<file path="config.mk">
export PLATFORM = sky130hd
export DESIGN_NAME = stable_priority_queue_top_flat
export DESIGN_NICKNAME = d
export VERILOG_FILES = /design/src/sv/spq_pkg.sv /design/src/sv/spq_if.sv /design/src/sv/stable_priority_queue_top.sv /design/src/flat_wrapper.sv
export SDC_FILE = /design/constraint.sdc
export NUM_CORES = 1
export LEC_CHECK = 0
export BUFFER_PORTS_ARGS = -buffer_cell sky130_fd_sc_hd__buf_2
export CORE_MARGIN = 2
export CORE_UTILIZATION = 31
export CTS_BUF_LIST = sky130_fd_sc_hd__clkbuf_4
export CTS_CLUSTER_SIZE = 40
export DETAILED_ROUTE_END_ITERATION = 10
export GPL_TIMING_DRIVEN = 0
export SYNTH_ARGS = -nofsm -noshare
export SYNTH_HDL_FRONTEND = slang
export SYNTH_SLANG_ARGS = --single-unit
</file>
<file path="constraint.sdc">
create_clock -name clk_i -period 7.3 [get_ports clk_i]
set_clock_uncertainty 0.1 [all_clocks]
set_input_delay 0.73 -clock clk_i [delete_from_list [all_inputs] [get_ports clk_i]]
set_output_delay 0.73 -clock clk_i [all_outputs]
set_load 0.1 [all_outputs]
</file>
<file path="src/sv/spq_pkg.sv">
// Shared types, codes and helpers of the stable priority queue.
`default_nettype none

package spq_pkg;

  // Priority field: 1 is the highest, 5 the lowest.
  localparam int unsigned PrioBits = 3;
  localparam logic [PrioBits-1:0] PrioHighest = 3'd1;
  localparam logic [PrioBits-1:0] PrioLowest  = 3'd5;

  // Request mode.
  localparam logic ModeEnqueue = 1'b0;
  localparam logic ModeDequeue = 1'b1;

  typedef enum logic [2:0] {
    StatusEnqueued  = 3'd0,
    StatusDequeued  = 3'd1,
    StatusDuplicate = 3'd2,
    StatusFull      = 3'd3,
    StatusEmpty     = 3'd4
  } status_e;

  // Zero maps to the highest priority, six and seven to the lowest.
  function automatic logic [PrioBits-1:0] clamp_prio(logic [PrioBits-1:0] p);
    logic [PrioBits-1:0] v;
    v = p;
    if (p < PrioHighest) v = PrioHighest;
    if (p > PrioLowest)  v = PrioLowest;
    return v;
  endfunction

endpackage

`default_nettype wire

</file>
<file path="src/sv/spq_if.sv">
// Request and response channel interfaces of the stable priority queue.
`default_nettype none

interface spq_req_if #(
  parameter int unsigned ID_BITS = 16
);
  logic                          valid;
  logic                          ready;
  logic                          mode;
  logic [ID_BITS-1:0]            process_id;
  logic [spq_pkg::PrioBits-1:0]  priority_req;

  modport source (output valid, mode, process_id, priority_req, input ready);
  modport sink   (input valid, mode, process_id, priority_req, output ready);
endinterface

interface spq_rsp_if #(
  parameter int unsigned ID_BITS  = 16,
  parameter int unsigned CNT_BITS = 5
);
  logic                          valid;
  logic                          ready;
  spq_pkg::status_e              status;
  logic [ID_BITS-1:0]            out_id;
  logic [spq_pkg::PrioBits-1:0]  out_priority;
  logic [CNT_BITS-1:0]           occupancy;

  modport source (output valid, status, out_id, out_priority, occupancy, input ready);
  modport sink   (input valid, status, out_id, out_priority, occupancy, output ready);
endinterface

`default_nettype wire

</file>
<file path="src/sv/stable_priority_queue_top.sv">
// Enqueue: scan, move each entry behind the insert position up a slot (read, then write),
// insert, finish; a duplicate ends at the match, a full queue at its last entry. Dequeue
// reads the front entry, moves each later one down a slot; an empty one goes to finish.
// One request at a time; the next is taken once the result enters a free output register.
// Reset clears the state machine, the entry count and the output valid; slot contents
// stay undefined and need no clearing pass, since only slots below the count are used.
`default_nettype none

module stable_priority_queue_top #(
  parameter int unsigned QUEUE_DEPTH = 16,
  parameter int unsigned ID_BITS     = 16
) (
  input  wire              clk_i,
  input  wire              rst_ni,
  spq_req_if.sink          req_i,
  spq_rsp_if.source        rsp_o
);

  localparam int unsigned AW = $clog2(QUEUE_DEPTH);      // slot address bits
  localparam int unsigned CW = $clog2(QUEUE_DEPTH + 1);  // count bits, holds the depth
  localparam int unsigned PW = spq_pkg::PrioBits;

  // Sequencer, one-hot.
  typedef enum logic [8:0] {
    StIdle   = 9'b000000001,  // waiting for a request
    StScan   = 9'b000000010,  // walk slots: duplicate check and insert position
    StShuRd  = 9'b000000100,  // enqueue: read slot dst-1
    StShuWr  = 9'b000001000,  // enqueue: write it to slot dst
    StInsert = 9'b000010000,  // write the new entry at its position
    StDqHead = 9'b000100000,  // dequeue: front entry is on the read port
    StShdRd  = 9'b001000000,  // dequeue: read slot dst+1
    StShdWr  = 9'b010000000,  // dequeue: write it to slot dst
    StFinish = 9'b100000000   // hand the result to the output register
  } state_e;

  state_e state_q, state_d;

  // Entry count and output register.
  logic [CW-1:0]    cnt_q, cnt_d;
  logic             out_valid_q, out_valid_d;
  spq_pkg::status_e out_status_q;
  logic [ID_BITS-1:0] out_id_q;
  logic [PW-1:0]    out_pri_q;
  logic [CW-1:0]    out_occ_q;

  // Latched request.
  logic [ID_BITS-1:0] id_q, id_d;
  logic [PW-1:0]      pri_q, pri_d;

  // Scan and shift bookkeeping.
  logic [CW-1:0] idx_q, idx_d;          // next slot the scan reads
  logic          chk_q, chk_d;          // read data holds slot chk_idx
  logic [CW-1:0] chk_idx_q, chk_idx_d;
  logic          found_q, found_d;      // a worse priority has been seen
  logic [CW-1:0] pos_q, pos_d;          // insert position
  logic [CW-1:0] dst_q, dst_d;          // shift destination

  // Pending result.
  spq_pkg::status_e   res_status_q, res_status_d;
  logic [ID_BITS-1:0] res_id_q, res_id_d;
  logic [PW-1:0]      res_pri_q, res_pri_d;
  logic [CW-1:0]      res_cnt_q, res_cnt_d;

  // Slot memory: one write port, one registered read port.
  logic [ID_BITS-1:0] id_mem  [QUEUE_DEPTH];
  logic [PW-1:0]      pri_mem [QUEUE_DEPTH];
  logic [ID_BITS-1:0] rd_id_q;
  logic [PW-1:0]      rd_pri_q;
  logic [AW-1:0]      raddr;
  logic               we;
  logic [AW-1:0]      waddr;
  logic [ID_BITS-1:0] wid;
  logic [PW-1:0]      wpri;

  always_ff @(posedge clk_i) begin
    if (we) begin
      id_mem[waddr]  <= wid;
      pri_mem[waddr] <= wpri;
    end
    rd_id_q  <= id_mem[raddr];
    rd_pri_q <= pri_mem[raddr];
  end

  logic          req_fire;
  logic          out_free;
  logic          hit;
  logic          worse;
  logic          last;
  logic [CW-1:0] pos_final;
  logic [CW-1:0] dst_m1;
  logic [CW-1:0] dst_p1;

  assign req_fire = req_i.valid && req_i.ready;
  assign out_free = !out_valid_q || rsp_o.ready;
  assign dst_m1   = dst_q - CW'(1);
  assign dst_p1   = dst_q + CW'(1);

  // Compare on the slot currently on the read port (scan only).
  assign hit       = chk_q && (rd_id_q == id_q);
  assign worse     = chk_q && (rd_pri_q > pri_q);
  assign last      = chk_q && ((chk_idx_q + CW'(1)) == cnt_q);
  assign pos_final = (worse && !found_q) ? chk_idx_q : pos_q;

  always_comb begin
    state_d      = state_q;
    cnt_d        = cnt_q;
    out_valid_d  = out_valid_q;
    id_d         = id_q;
    pri_d        = pri_q;
    idx_d        = idx_q;
    chk_d        = chk_q;
    chk_idx_d    = chk_idx_q;
    found_d      = found_q;
    pos_d        = pos_q;
    dst_d        = dst_q;
    res_status_d = res_status_q;
    res_id_d     = res_id_q;
    res_pri_d    = res_pri_q;
    res_cnt_d    = res_cnt_q;
    raddr        = '0;  // idle reads the front slot, ready for a dequeue
    we           = 1'b0;
    waddr        = pos_q[AW-1:0];
    wid          = id_q;
    wpri         = pri_q;

    if (rsp_o.ready) out_valid_d = 1'b0;

    unique case (state_q)
      StIdle: begin
        if (req_fire) begin
          id_d      = req_i.process_id;
          pri_d     = spq_pkg::clamp_prio(req_i.priority_req);
          res_id_d  = '0;
          res_pri_d = '0;
          res_cnt_d = cnt_q;
          if (req_i.mode == spq_pkg::ModeDequeue) begin
            if (cnt_q == '0) begin
              res_status_d = spq_pkg::StatusEmpty;
              state_d      = StFinish;
            end else begin
              state_d = StDqHead;
            end
          end else if (cnt_q == '0) begin
            pos_d   = '0;
            state_d = StInsert;
          end else begin
            idx_d   = '0;
            chk_d   = 1'b0;
            found_d = 1'b0;
            pos_d   = cnt_q;
            state_d = StScan;
          end
        end
      end

      StScan: begin
        raddr = idx_q[AW-1:0];
        if (idx_q < cnt_q) begin
          idx_d     = idx_q + CW'(1);
          chk_d     = 1'b1;
          chk_idx_d = idx_q;
        end else begin
          chk_d = 1'b0;
        end
        if (worse && !found_q) begin
          found_d = 1'b1;
          pos_d   = chk_idx_q;
        end
        // Duplicate check wins over the full check.
        if (hit) begin
          res_status_d = spq_pkg::StatusDuplicate;
          state_d      = StFinish;
        end else if (last) begin
          if (cnt_q == CW'(QUEUE_DEPTH)) begin
            res_status_d = spq_pkg::StatusFull;
            state_d      = StFinish;
          end else begin
            pos_d   = pos_final;
            dst_d   = cnt_q;
            state_d = (pos_final == cnt_q) ? StInsert : StShuRd;
          end
        end
      end

      StShuRd: begin
        raddr   = dst_m1[AW-1:0];
        state_d = StShuWr;
      end

      StShuWr: begin
        we      = 1'b1;
        waddr   = dst_q[AW-1:0];
        wid     = rd_id_q;
        wpri    = rd_pri_q;
        dst_d   = dst_m1;
        state_d = (dst_m1 == pos_q) ? StInsert : StShuRd;
      end

      StInsert: begin
        we           = 1'b1;
        waddr        = pos_q[AW-1:0];
        res_status_d = spq_pkg::StatusEnqueued;
        res_cnt_d    = cnt_q + CW'(1);
        state_d      = StFinish;
      end

      StDqHead: begin
        res_status_d = spq_pkg::StatusDequeued;
        res_id_d     = rd_id_q;
        res_pri_d    = rd_pri_q;
        res_cnt_d    = cnt_q - CW'(1);
        dst_d        = '0;
        state_d      = (cnt_q == CW'(1)) ? StFinish : StShdRd;
      end

      StShdRd: begin
        raddr   = dst_p1[AW-1:0];
        state_d = StShdWr;
      end

      StShdWr: begin
        we      = 1'b1;
        waddr   = dst_q[AW-1:0];
        wid     = rd_id_q;
        wpri    = rd_pri_q;
        dst_d   = dst_p1;
        state_d = ((dst_q + CW'(2)) == cnt_q) ? StFinish : StShdRd;
      end

      StFinish: begin
        if (out_free) begin
          out_valid_d = 1'b1;
          cnt_d       = res_cnt_q;
          state_d     = StIdle;
        end
      end

      default: begin
        state_d = StIdle;
      end
    endcase
  end

  // Control state.
  always_ff @(posedge clk_i or negedge rst_ni) begin
    if (!rst_ni) begin
      state_q     <= StIdle;
      cnt_q       <= '0;
      out_valid_q <= 1'b0;
    end else begin
      state_q     <= state_d;
      cnt_q       <= cnt_d;
      out_valid_q <= out_valid_d;
    end
  end

  // Payload and scratch registers, always written before use.
  always_ff @(posedge clk_i) begin
    id_q         <= id_d;
    pri_q        <= pri_d;
    idx_q        <= idx_d;
    chk_q        <= chk_d;
    chk_idx_q    <= chk_idx_d;
    found_q      <= found_d;
    pos_q        <= pos_d;
    dst_q        <= dst_d;
    res_status_q <= res_status_d;
    res_id_q     <= res_id_d;
    res_pri_q    <= res_pri_d;
    res_cnt_q    <= res_cnt_d;
    if ((state_q == StFinish) && out_free) begin
      out_status_q <= res_status_q;
      out_id_q     <= res_id_q;
      out_pri_q    <= res_pri_q;
      out_occ_q    <= res_cnt_q;
    end
  end

  assign req_i.ready        = (state_q == StIdle);
  assign rsp_o.valid        = out_valid_q;
  assign rsp_o.status       = out_status_q;
  assign rsp_o.out_id       = out_id_q;
  assign rsp_o.out_priority = out_pri_q;
  assign rsp_o.occupancy    = out_occ_q;

endmodule

`default_nettype wire
</file>
<file path="src/flat_wrapper.sv">
// flat-port wrapper written by rule: the top's interface ports become plain ports
module stable_priority_queue_top_flat 
#(
  parameter int unsigned QUEUE_DEPTH = 16,
  parameter int unsigned ID_BITS     = 16
)
  (clk_i, rst_ni, req_i_valid, req_i_mode, req_i_process_id, req_i_priority_req, req_i_ready, rsp_o_valid, rsp_o_status, rsp_o_out_id, rsp_o_out_priority, rsp_o_occupancy, rsp_o_ready);
  spq_req_if #(.ID_BITS(ID_BITS)) req_i_i ();
  spq_rsp_if #(.ID_BITS(ID_BITS)) rsp_o_i ();
  input  wire clk_i;
  input  wire rst_ni;
  input wire logic [$bits(req_i_i.valid)-1:0] req_i_valid;
  input wire logic [$bits(req_i_i.mode)-1:0] req_i_mode;
  input wire logic [$bits(req_i_i.process_id)-1:0] req_i_process_id;
  input wire logic [$bits(req_i_i.priority_req)-1:0] req_i_priority_req;
  output wire logic [$bits(req_i_i.ready)-1:0] req_i_ready;
  output wire logic [$bits(rsp_o_i.valid)-1:0] rsp_o_valid;
  output wire logic [$bits(rsp_o_i.status)-1:0] rsp_o_status;
  output wire logic [$bits(rsp_o_i.out_id)-1:0] rsp_o_out_id;
  output wire logic [$bits(rsp_o_i.out_priority)-1:0] rsp_o_out_priority;
  output wire logic [$bits(rsp_o_i.occupancy)-1:0] rsp_o_occupancy;
  input wire logic [$bits(rsp_o_i.ready)-1:0] rsp_o_ready;
  assign req_i_i.valid = req_i_valid;
  assign req_i_i.mode = req_i_mode;
  assign req_i_i.process_id = req_i_process_id;
  assign req_i_i.priority_req = req_i_priority_req;
  assign req_i_ready = req_i_i.ready;
  assign rsp_o_valid = rsp_o_i.valid;
  assign rsp_o_status = rsp_o_i.status;
  assign rsp_o_out_id = rsp_o_i.out_id;
  assign rsp_o_out_priority = rsp_o_i.out_priority;
  assign rsp_o_occupancy = rsp_o_i.occupancy;
  assign rsp_o_i.ready = rsp_o_ready;
  stable_priority_queue_top #(.QUEUE_DEPTH(QUEUE_DEPTH), .ID_BITS(ID_BITS)) u_core (.clk_i(clk_i), .rst_ni(rst_ni), .req_i(req_i_i), .rsp_o(rsp_o_i));
endmodule
</file>
Word-level counts from Yosys, hierarchy flattened
Memory sizes are Yosys's and may differ from the RTL's. A register that Yosys moved wholly into a read port is not among the register bits.
Cells that the tools add are included.
{"block": "classes", "mux": 58, "n_eq_ne": 29, "bitwise_logic": 0, "reduce_logical": 30, "n_lt_le_gt_ge": 4, "n_mul": 0, "div_mod_pow": 0, "addsub": 7, "shifts": 0}
{"operator": "two-way mux 9 bit", "n": 9}
{"operator": "one-hot mux 9 bit (9 select lines)", "n": 1}
{"operator": "two-way mux 5 bit", "n": 15}
{"operator": "two-way mux 16 bit", "n": 2}
{"operator": "one-hot mux 16 bit (2 select lines)", "n": 1}
{"operator": "two-way mux 3 bit", "n": 9}
{"operator": "adder 5 x 1 -> 5 bit (second input constant)", "n": 4}
{"operator": "== test 5 bit", "n": 4}
{"operator": "one-hot mux 5 bit (2 select lines)", "n": 2}
{"operator": "one-hot mux 5 bit (4 select lines)", "n": 1}
{"operator": "== test 16 bit", "n": 1}
{"operator": "one-hot mux 5 bit (3 select lines)", "n": 1}
{"operator": "inequality test 2 bit (second input constant)", "n": 7}
{"operator": "one-hot mux 3 bit (4 select lines)", "n": 1}
{"operator": "one-hot mux 4 bit (3 select lines)", "n": 1}
{"operator": "two-way mux 1 bit", "n": 11}
{"operator": "AND reduction 2 bit", "n": 5}
{"operator": "AND reduction 5 bit", "n": 2}
{"operator": "subtractor 5 x 1 -> 5 bit (second input constant)", "n": 2}
{"operator": "== test 9 x 1 -> 1 bit (second input constant)", "n": 1}
{"operator": "== test 9 x 2 -> 1 bit (second input constant)", "n": 1}
{"operator": "== test 9 x 3 -> 1 bit (second input constant)", "n": 1}
{"operator": "== test 9 x 4 -> 1 bit (second input constant)", "n": 1}
{"operator": "== test 9 x 5 -> 1 bit (second input constant)", "n": 1}
{"operator": "28 further kinds", "n": 44}
{"block": "word_totals", "latchBits": 0, "mem_bits_ro": 0, "inputBits": 24, "n_memories": 2, "mem_bits_rw": 304, "elab_cells": 150, "out_inout_bits": 29, "register_bits": 110}
{"memory": "u_core.id_mem", "words": 16, "width": 16, "read_ports": 1, "rd_ports_with_merged_regs": 1, "write_ports": 1, "line": "stable_priority_queue_top.sv:65", "text": "logic [ID_BITS-1:0] id_mem [QUEUE_DEPTH];"}
{"memory": "u_core.pri_mem", "words": 16, "width": 3, "read_ports": 1, "rd_ports_with_merged_regs": 1, "write_ports": 1, "line": "stable_priority_queue_top.sv:66", "text": "logic [PW-1:0] pri_mem [QUEUE_DEPTH];"}

Depth between registers and ports, before layout
Gate-level depths: netlist (run 1).
{"block": "logic_depth", "ltp_word": 10, "ltp_mapped": 13}

Least setup slack after synthesis (run 1)
No wires, ideal clock.
{"block": "synth_path", "kind": "reg2reg", "startpoint": "register u_core.state_q[8]", "endpoint": "register u_core.res_id_q[0] (enable)", "setup_time_ns": 0.343, "path_buffers": 1, "setup_slack_ns": 3.865, "path_stages_with_launch": 7, "period_less_slack_ns": 3.435, "t_arrival_ns": 2.992, "path_cell_list": "dfrtp_1 -> buf_6 -> nor4_4 -> nand4b_1 -> inv_1 -> and2_1 -> or2_2"}
{"block": "synth_between", "elab_chain_cells": 4}
{"item": "from (decl)", "line": "stable_priority_queue_top.sv:36", "text": "state_e state_q, state_d;"}
{"item": "from (signal assigned)", "line": "stable_priority_queue_top.sv:247", "text": "state_q <= StIdle;"}
{"item": "from (signal assigned)", "line": "stable_priority_queue_top.sv:251", "text": "state_q <= state_d;"}
{"item": "== test 9 x 1 -> 1 bit *", "line": "stable_priority_queue_top.sv:279", "text": "assign req_i.ready = (state_q == StIdle);"}
{"item": "via req_i_ready", "line": "flat_wrapper.sv:16", "text": "output wire logic [$bits(req_i_i.ready)-1:0] req_i_ready;"}
{"item": "logical AND 1 bit", "line": "stable_priority_queue_top.sv:93", "text": "assign req_fire = req_i.valid && req_i.ready;"}
{"item": "inequality test 2 bit (no line)"}
{"item": "AND reduction 2 bit (no line) *"}
{"item": "to (signal assigned)", "line": "stable_priority_queue_top.sv:268", "text": "res_id_q <= res_id_d;"}
{"item": "to (decl)", "line": "stable_priority_queue_top.sv:60", "text": "logic [ID_BITS-1:0] res_id_q, res_id_d;"}
Mark *: on every way through the listed nets, which the timed path passes. The rest lies on a longest branch.
A chain may end at the register's enable or synchronous reset.

Worst setup path after layout (run 1)
{"block": "layout_path", "startpoint": "register u_core.state_q[2]", "endpoint": "output port req_i_ready"}
{"block": "layout_between", "elab_chain_cells": 1}
{"item": "== test 9 x 1 -> 1 bit", "line": "stable_priority_queue_top.sv:279"}
{"item": "to (decl)", "line": "flat_wrapper.sv:16"}
Every way passes these cells.

==> impl_metrics.csv, run 1 <==
group,metric,value,unit
sta,drv_slew,0,
setup_path,cp_max_fo,7,
power_and_ir_drop,power.leakage,0.00759,uW
setup_path,critical_path_class,"register to output port",
yosys,synthCells,1196,
min_path,hp-start,"req_i_priority_req[2]",
sta,period_minus_slack,3.86,ns
min_path,hold_end,"u_core.pri_q[2]$_SDFFCE_PP1P_",
sta,finalSetupViolations,0,
die,die_h,245,um
min_path,whs_path_depth,2,
setup_path,cp.arrival,3.03,ns
grt,grt_antenna_before_repair,2,
setup_path,regToRegSetupSlack,3.44,ns
setup_path,required,6.47,ns
die,core_area,57700,um2
setup_path,critPathLaunchType,"register",
setup_path,r2r_end,"u_core.rd_id_q[0]$_DFF_P_",
clocking,path_clk_slew,0.06,ns
die,dieArea,60200,um2
detailed_routing,drtIter0Drc,958,
detailed_routing,vias,11200,
detailed_routing,post_drt_via_cell_ratio,5.01,
clocking,cts_tree,"built",
yosys,synth_edf_count,399,
clocking,cts.sinks,433,
setup_path,ff2ff_path_depth,12,
grt,grt_pass1_vias,11100,
die,initial_core_util,0.313,
sta,hold_viol,0,
status,status,"complete, no violations",
power_and_ir_drop,cellPowerDensity,221,nW/um2
yosys,async_reset_ff_frac,0.0346,
die,rows,88,
setup_path,reg2reg_from,"u_core.dst_q[0]$_DFFE_PP_",
detailed_routing,antenna_left,0,
sta,setup_tns,0,ns
sta,setup_slack,3.44,ns
setup_path,cp-end-kind,"output port",
power_and_ir_drop,netSwitchingPower,978,uW
yosys,synth_area_per_cell,15.1,um2
clocking,cts_buffer_depth,3,
detailed_routing,firstDrtPassIters,6,
yosys,synth-seq-area-share,0.705,
cells_and_area,drive_gt1_frac,0.205,
yosys,syn_nets,1237,
yosys,syn_area,18100,um2
die,fp.dieW,245,um
sta,slew_headroom,0.253,
clocking,htree_levels,3,
place,dpl.cell_count,2024,
place,port_buffers,52,
cells_and_area,area_growth_syn_to_layout,16.8,%
yosys,yosysUniqueCellTypes,79,
detailed_routing,drc,0,
yosys,yosys_warnings,0,
power_and_ir_drop,p_int,3680,uW
sta,rsz0062_at_grt,"no",
flow_run,max_cap_violations,0,
sta,period_share,0.529,
cells_and_area,instances_no_fill,2234,
grt,grtUsageTotal,0.156,
clocking,cts_inserted_buffers,105,
power_and_ir_drop,switching_share,0.210,
yosys,ys_ff_latch,433,
grt,grt_pass1_wl,69.2,mm
power_and_ir_drop,p_seq_frac,0.572,
cells_and_area,fin_nets,1424,
yosys,ys.flop_type,"edfxtp_1",
detailed_routing,wl_per_cell,21.0,um
clocking,clkLatencyLatePin,0.84,ns
power_and_ir_drop,ir_drop,108,uV
clocking,cts-root-buf,"clkbuf_4",
clocking,post_cts_resized,0,
sta,fmax,259,MHz
detailed_routing,drt-total-wl,47.0,mm
place,gp_congestion,0.863,
grt,grt_max_degree,37,
sta,tightest_slew,1.11,ns
min_path,worstHoldPathType,"input pin to register",
power_and_ir_drop,power_frac_clock,0.424,
grt,grt.overflow.total,0,
place,post-dp-hpwl,30.9,mm
power_and_ir_drop,p_comb_frac,0.004,
die,io_pins,53,
place,pre_cts_ws,3.51,ns
timing repair:
item	4_1_cts	5_1_grt
hold buffers	17	0
buffers inserted	0	0
endpoints found under the hold margin	31	0
cell type report:
type	count	area [um2]
diodes	4	10.0
plain buffers	54	342
clock buffers	147	1100
clock inverters	42	231
fillers	5539	36600
inverters	26	97.6
multi-input cells	683	4960
flip-flops and latches	433	12700
well taps	765	957
repair buffers	80	647
power by group through the flow:
stage                     Combinational [uW]  Sequential (uW)  Clock [uW]
final                                   17.5             2670        1980
after global routing                    19.2             2670        2150
after CTS                               17.8             2670        2020
after detailed placement                10.7             2720           0
after global placement                  10.1             2720           0
after floorplan                        0.941             2720           0
cells by family (layout without fill, tap and decap cells):
family | Yosys count | in the layout | share of synthesized area
buf+inv | 80 | 349 | 0.0243
simple gates | 320 | 320 | 0.0922
other cells | 0 | 4 | 0
mux | 132 | 132 | 0.0732
compound gates | 168 | 168 | 0.0708
flops | 433 | 433 | 0.705
fa+ha+maj | 17 | 17 | 0.0118
xor+xnor | 46 | 46 | 0.0223
how the worst max path moves through the flow:
stage / start / end / slack (ns) / cells past startpoint
after floorplan: u_core.state_q[8]$_DFFE_PN0P_ / u_core.res_id_q[0]$_SDFFCE_PN0P_ / 3.87 / 6
after global placement: u_core.state_q[1]$_DFFE_PN0P_ / u_core.id_mem[5][12]$_DFFE_PP_ / 2.51 / 7
after detailed placement: u_core.dst_q[0]$_DFFE_PP_ / u_core.rd_id_q[0]$_DFF_P_ / 3.51 / 12
after CTS: u_core.state_q[6]$_DFFE_PN0P_ / req_i_ready / 3.40 / 4
after global routing: u_core.state_q[5]$_DFFE_PN0P_ / u_core.pri_mem[9][2]$_DFFE_PP_ / 3.18 / 8
final: u_core.state_q[2]$_DFFE_PN0P_ / req_i_ready / 3.44 / 4
layout by cell type (no fill, tap or decap), types with 18 or more instances in the layout:
cell	synthesis	layout
xnor2_1	23	23
clkbuf_4	0	147
clkinv_1	0	32
a22oi_1	39	39
clkbuf_1	20	19
buf_2	11	63
xor2_1	23	23
mux2i_1	132	132
inv_1	25	25
and2_1	21	21
nand3_1	21	21
dfxtp_1	19	19
o21ai_0	21	18
nor2_1	50	34
edfxtp_1	399	399
nand2_1	125	125
a21oi_1	22	22
critical path, cell delays in order (launching register included):
cell	delay, ns
dfrtp_1	0.46
nor3_1	0.62
nand4b_1	0.40
inv_1	0.25
buf_2	0.46
through the flow:
stage | area [um2] | hold slack (ns) | power [uW] | utilization
6_report | 21100 | 0.0900 | 4660 | 0.365
5_1_grt | 21100 | 0.0348 | 4840 | 0.365
4_1_cts | 21100 | 0.0322 | 4710 | 0.365
3_5_place_dp | 19600 | 0.305 | 2730 | 0.339
3_3_place_gp | 19300 | 0.301 | 2730 | 0.334
2_1_floorplan | 18100 | 0.300 | 2720 | -
synthesized netlist by cell type, types with 12 or more instances:
cell,n,share of area
a22oi_1,39,0.016
dfrtp_1,14,0.019
nand2_1,125,0.026
inv_1,25,0.0052
xnor2_1,23,0.011
a22o_1,13,0.0063
xor2_1,23,0.011
edfxtp_1,399,0.66
mux2i_1,132,0.073
and2_1,21,0.0073
o22ai_1,12,0.0042
and3_1,16,0.0055
o21ai_0,21,0.0058
buf_6,12,0.0075
nor3_1,16,0.0044
nor2_1,50,0.010
a21oi_1,22,0.0061
clkbuf_1,20,0.0042
dfxtp_1,19,0.021
ha_1,17,0.012
nand3_1,21,0.0058
routing by layer:
layer,routed length (um),global-route usage,up-vias
li1,-,-,5049
met4,1390,0.0586,0
met3,3490,0.0395,100
met2,22600,0.257,456
met1,19600,0.199,5582
met5,0,0,-
state kept, by name, summed over array words and instances (netlist names), 5 cells and up:
signal                  cells
u_core.rd_id_q             16
u_core.chk_idx_q            5
u_core.rsp_o.occupancy      5
u_core.dst_q                5
u_core.cnt_q                5
u_core.id_mem             256
u_core.rsp_o.out_id        16
u_core.idx_q                5
u_core.res_id_q            16
u_core.res_cnt_q            5
u_core.id_q                16
u_core.state_q              9
u_core.pri_mem             48
u_core.pos_q                5
Note: power is estimated with default switching activity, not from simulation.
==> run 2, diff against run 1 <==
Clock period 7.3 ns to 3.2 ns, I/O delays scaled along.
==> run 2 against run 1 <==
  * Power rose by 130%
  * Non-clock buffer count increased by 61
  * Sequential cell count unchanged
  * First-iteration DRC count increased by 1.4%
  * Sequential share of layout area is 3.0 points lower
  * Wire length up 2.9%
  * Setup slack worse by 3.4 ns
  * Worst hold slack improved by 0.015 ns
==> impl_metrics.csv, run 2 (synthesis results as in run 1) <==
group,metric,value,unit
detailed_routing,vias,11500,
cells_and_area,reg.largest.list,"u_core.id_mem: 256 flops, u_core.pri_mem: 48 flops",
place,pre_cts_ws,-0.596,ns
die,rows,88,
detailed_routing,post_drt_via_cell_ratio,5.00,
min_path,worstHoldPathType,"input pin to register",
die,fp.dieW,245,um
detailed_routing,wl_per_cell,21.1,um
cells_and_area,layout_commonest_cell,"edfxtp_1",
cells_and_area,layout_common_cells,"edfxtp_1 (399), clkbuf_4 (157), mux2i_1 (132)",
clocking,cts_buffer_depth,3,
place,gp_congestion,0.888,
power_and_ir_drop,cellPowerDensity,482,nW/um2
min_path,hp-start,"req_i_process_id[0]",
sta,setup_slack,0.0452,ns
clocking,path_clk_slew,0.07,ns
grt,grt_antenna_before_repair,2,
detailed_routing,drt-total-wl,48.4,mm
flow_run,max_cap_violations,0,
setup_path,reg2reg_from,"u_core.state_q[1]$_DFFE_PN0P_",
sta,period_share,0.986,
setup_path,required,3.59,ns
setup_path,cp.arrival,3.54,ns
setup_path,critPathLaunchType,"register",
place,placed_cell_area,19500,um2
clocking,cts_tree,"built",
clocking,cts.sinks,433,
cells_and_area,fin_nets,1486,
grt,grtUsageTotal,0.160,
status,status,"complete, no violations",
grt,grt.overflow.total,0,
setup_path,critical_path_class,"register to register",
grt,grt_max_degree,37,
sta,finalSetupViolations,0,
detailed_routing,antenna_left,0,
clocking,cts-root-buf,"clkbuf_4",
power_and_ir_drop,power.leakage,0.00808,uW
setup_path,cpPeakStageDelay,0.46,ns
cells_and_area,drive_gt1_frac,0.268,
place,port_buffers,52,
sta,tightest_slew,1.14,ns
setup_path,cp_max_fo,11,
detailed_routing,drtIter0Drc,971,
setup_path,crit_slowest_cell,"dfrtp_1",
detailed_routing,firstDrtPassIters,5,
sta,period_minus_slack,3.15,ns
setup_path,crit_path_start,"u_core.state_q[1]$_DFFE_PN0P_",
setup_path,cpMostUsedCell,"nand2_1",
grt,grt_pass1_wl,70.7,mm
sta,hold_viol,0,
detailed_routing,drc,0,
grt,grt_pass1_vias,11300,
cells_and_area,largest_reg_flops,256,
die,dieArea,60200,um2
power_and_ir_drop,ir_drop,235,uV
setup_path,cp-end-kind,"register",
cells_and_area,area_growth_syn_to_layout,22.9,%
sta,fmax,317,MHz
sta,slew_headroom,0.238,
die,die_h,245,um
sta,drv_slew,0,
die,initial_core_util,0.313,
sta,setup_tns,0,ns
clocking,clkLatencyLatePin,0.84,ns
setup_path,regToRegSetupSlack,0.05,ns
die,core_area,57700,um2
place,post-dp-hpwl,30.4,mm
clocking,htree_levels,3,
clocking,cts_inserted_buffers,106,
die,io_pins,53,
setup_path,cp_cell_sequence,"or3_4 > nor3_2 > nand2_1 > nand2_1 > clkbuf_2 > a31oi_1 > nor2_4 > buf_16",
cells_and_area,top_register,"u_core.id_mem",
cells_and_area,final_area,22200,um2
sta,rsz0062_at_grt,"yes",
[run 2: per-stage QoR]
step / hold slack (ns) / std cells / total power [uW] / util
after floorplan: -0.0756 / 1196 / 6210 / -
after global placement: 0.166 / 2013 / 6230 / 0.334
after detailed placement: 0.171 / 2021 / 6230 / 0.338
after CTS: 0.0320 / 2288 / 10800 / 0.382
after global routing: 0.0642 / 2295 / 11100 / 0.385
final: 0.105 / 2295 / 10700 / 0.385
[run 2: path summary, 6_finish.rpt]
check / endpoint / cells after the start
worst min-delay path: u_core.id_q[0]$_DFFE_PP_ / 2
max in group asynchronous: u_core.state_q[3]$_DFFE_PN0P_ / 4
worst max-delay path: u_core.id_mem[11][13]$_DFFE_PP_ / 8
worst max register to register: u_core.id_mem[11][13]$_DFFE_PP_ / 8
min in group asynchronous: u_core.state_q[0]$_DFFE_PN1P_ / 3
worst min register to register: u_core.rsp_o.out_id[2]$_DFFE_PP_ / 0
[run 2: timing repair]
action | CTS | global route
hold endpoints to repair | 71 | 0
gates resized for setup | 55 | 32
hold buffers | 26 | 0
setup buffers | 50 | 9
pin swaps | 37 | 10
endpoints found under the setup margin | 650 | 591
[run 2: area by class of cell]
| type | count | area [um2] |
|---|---|---|
| plain buffers | 50 | 370 |
| flip-flops and latches | 433 | 12700 |
| inverters | 26 | 104 |
| diodes | 1 | 2.50 |
| clock inverters | 36 | 209 |
| fillers | 5402 | 35500 |
| well taps | 765 | 957 |
| repair buffers | 145 | 1440 |
| multi-input cells | 683 | 5210 |
| clock buffers | 156 | 1170 |
[run 2: worst max-delay path: cells and delay by family (launching register included)]
family          cells  cell delay, ns
buf+inv             2            0.43
compound gates      1            0.39
simple gates        5            1.44
flops               1            0.46
[run 2: report_power, final]
group	total, uW	internal, uW	switching, uW
clock network	4570	2400	2170
registers	6090	6090	0.0000000000000349
logic	47.3	32.1	15.3
[run 2: metal layers]
layer | global-route usage | routed length, um | vias up
met2 | 0.261 | 23200 | 491
met4 | 0.0561 | 1110 | 0
li1 | - | - | 5184
met3 | 0.0302 | 3550 | 74
met5 | 0 | 0 | -
met1 | 0.212 | 20500 | 5732
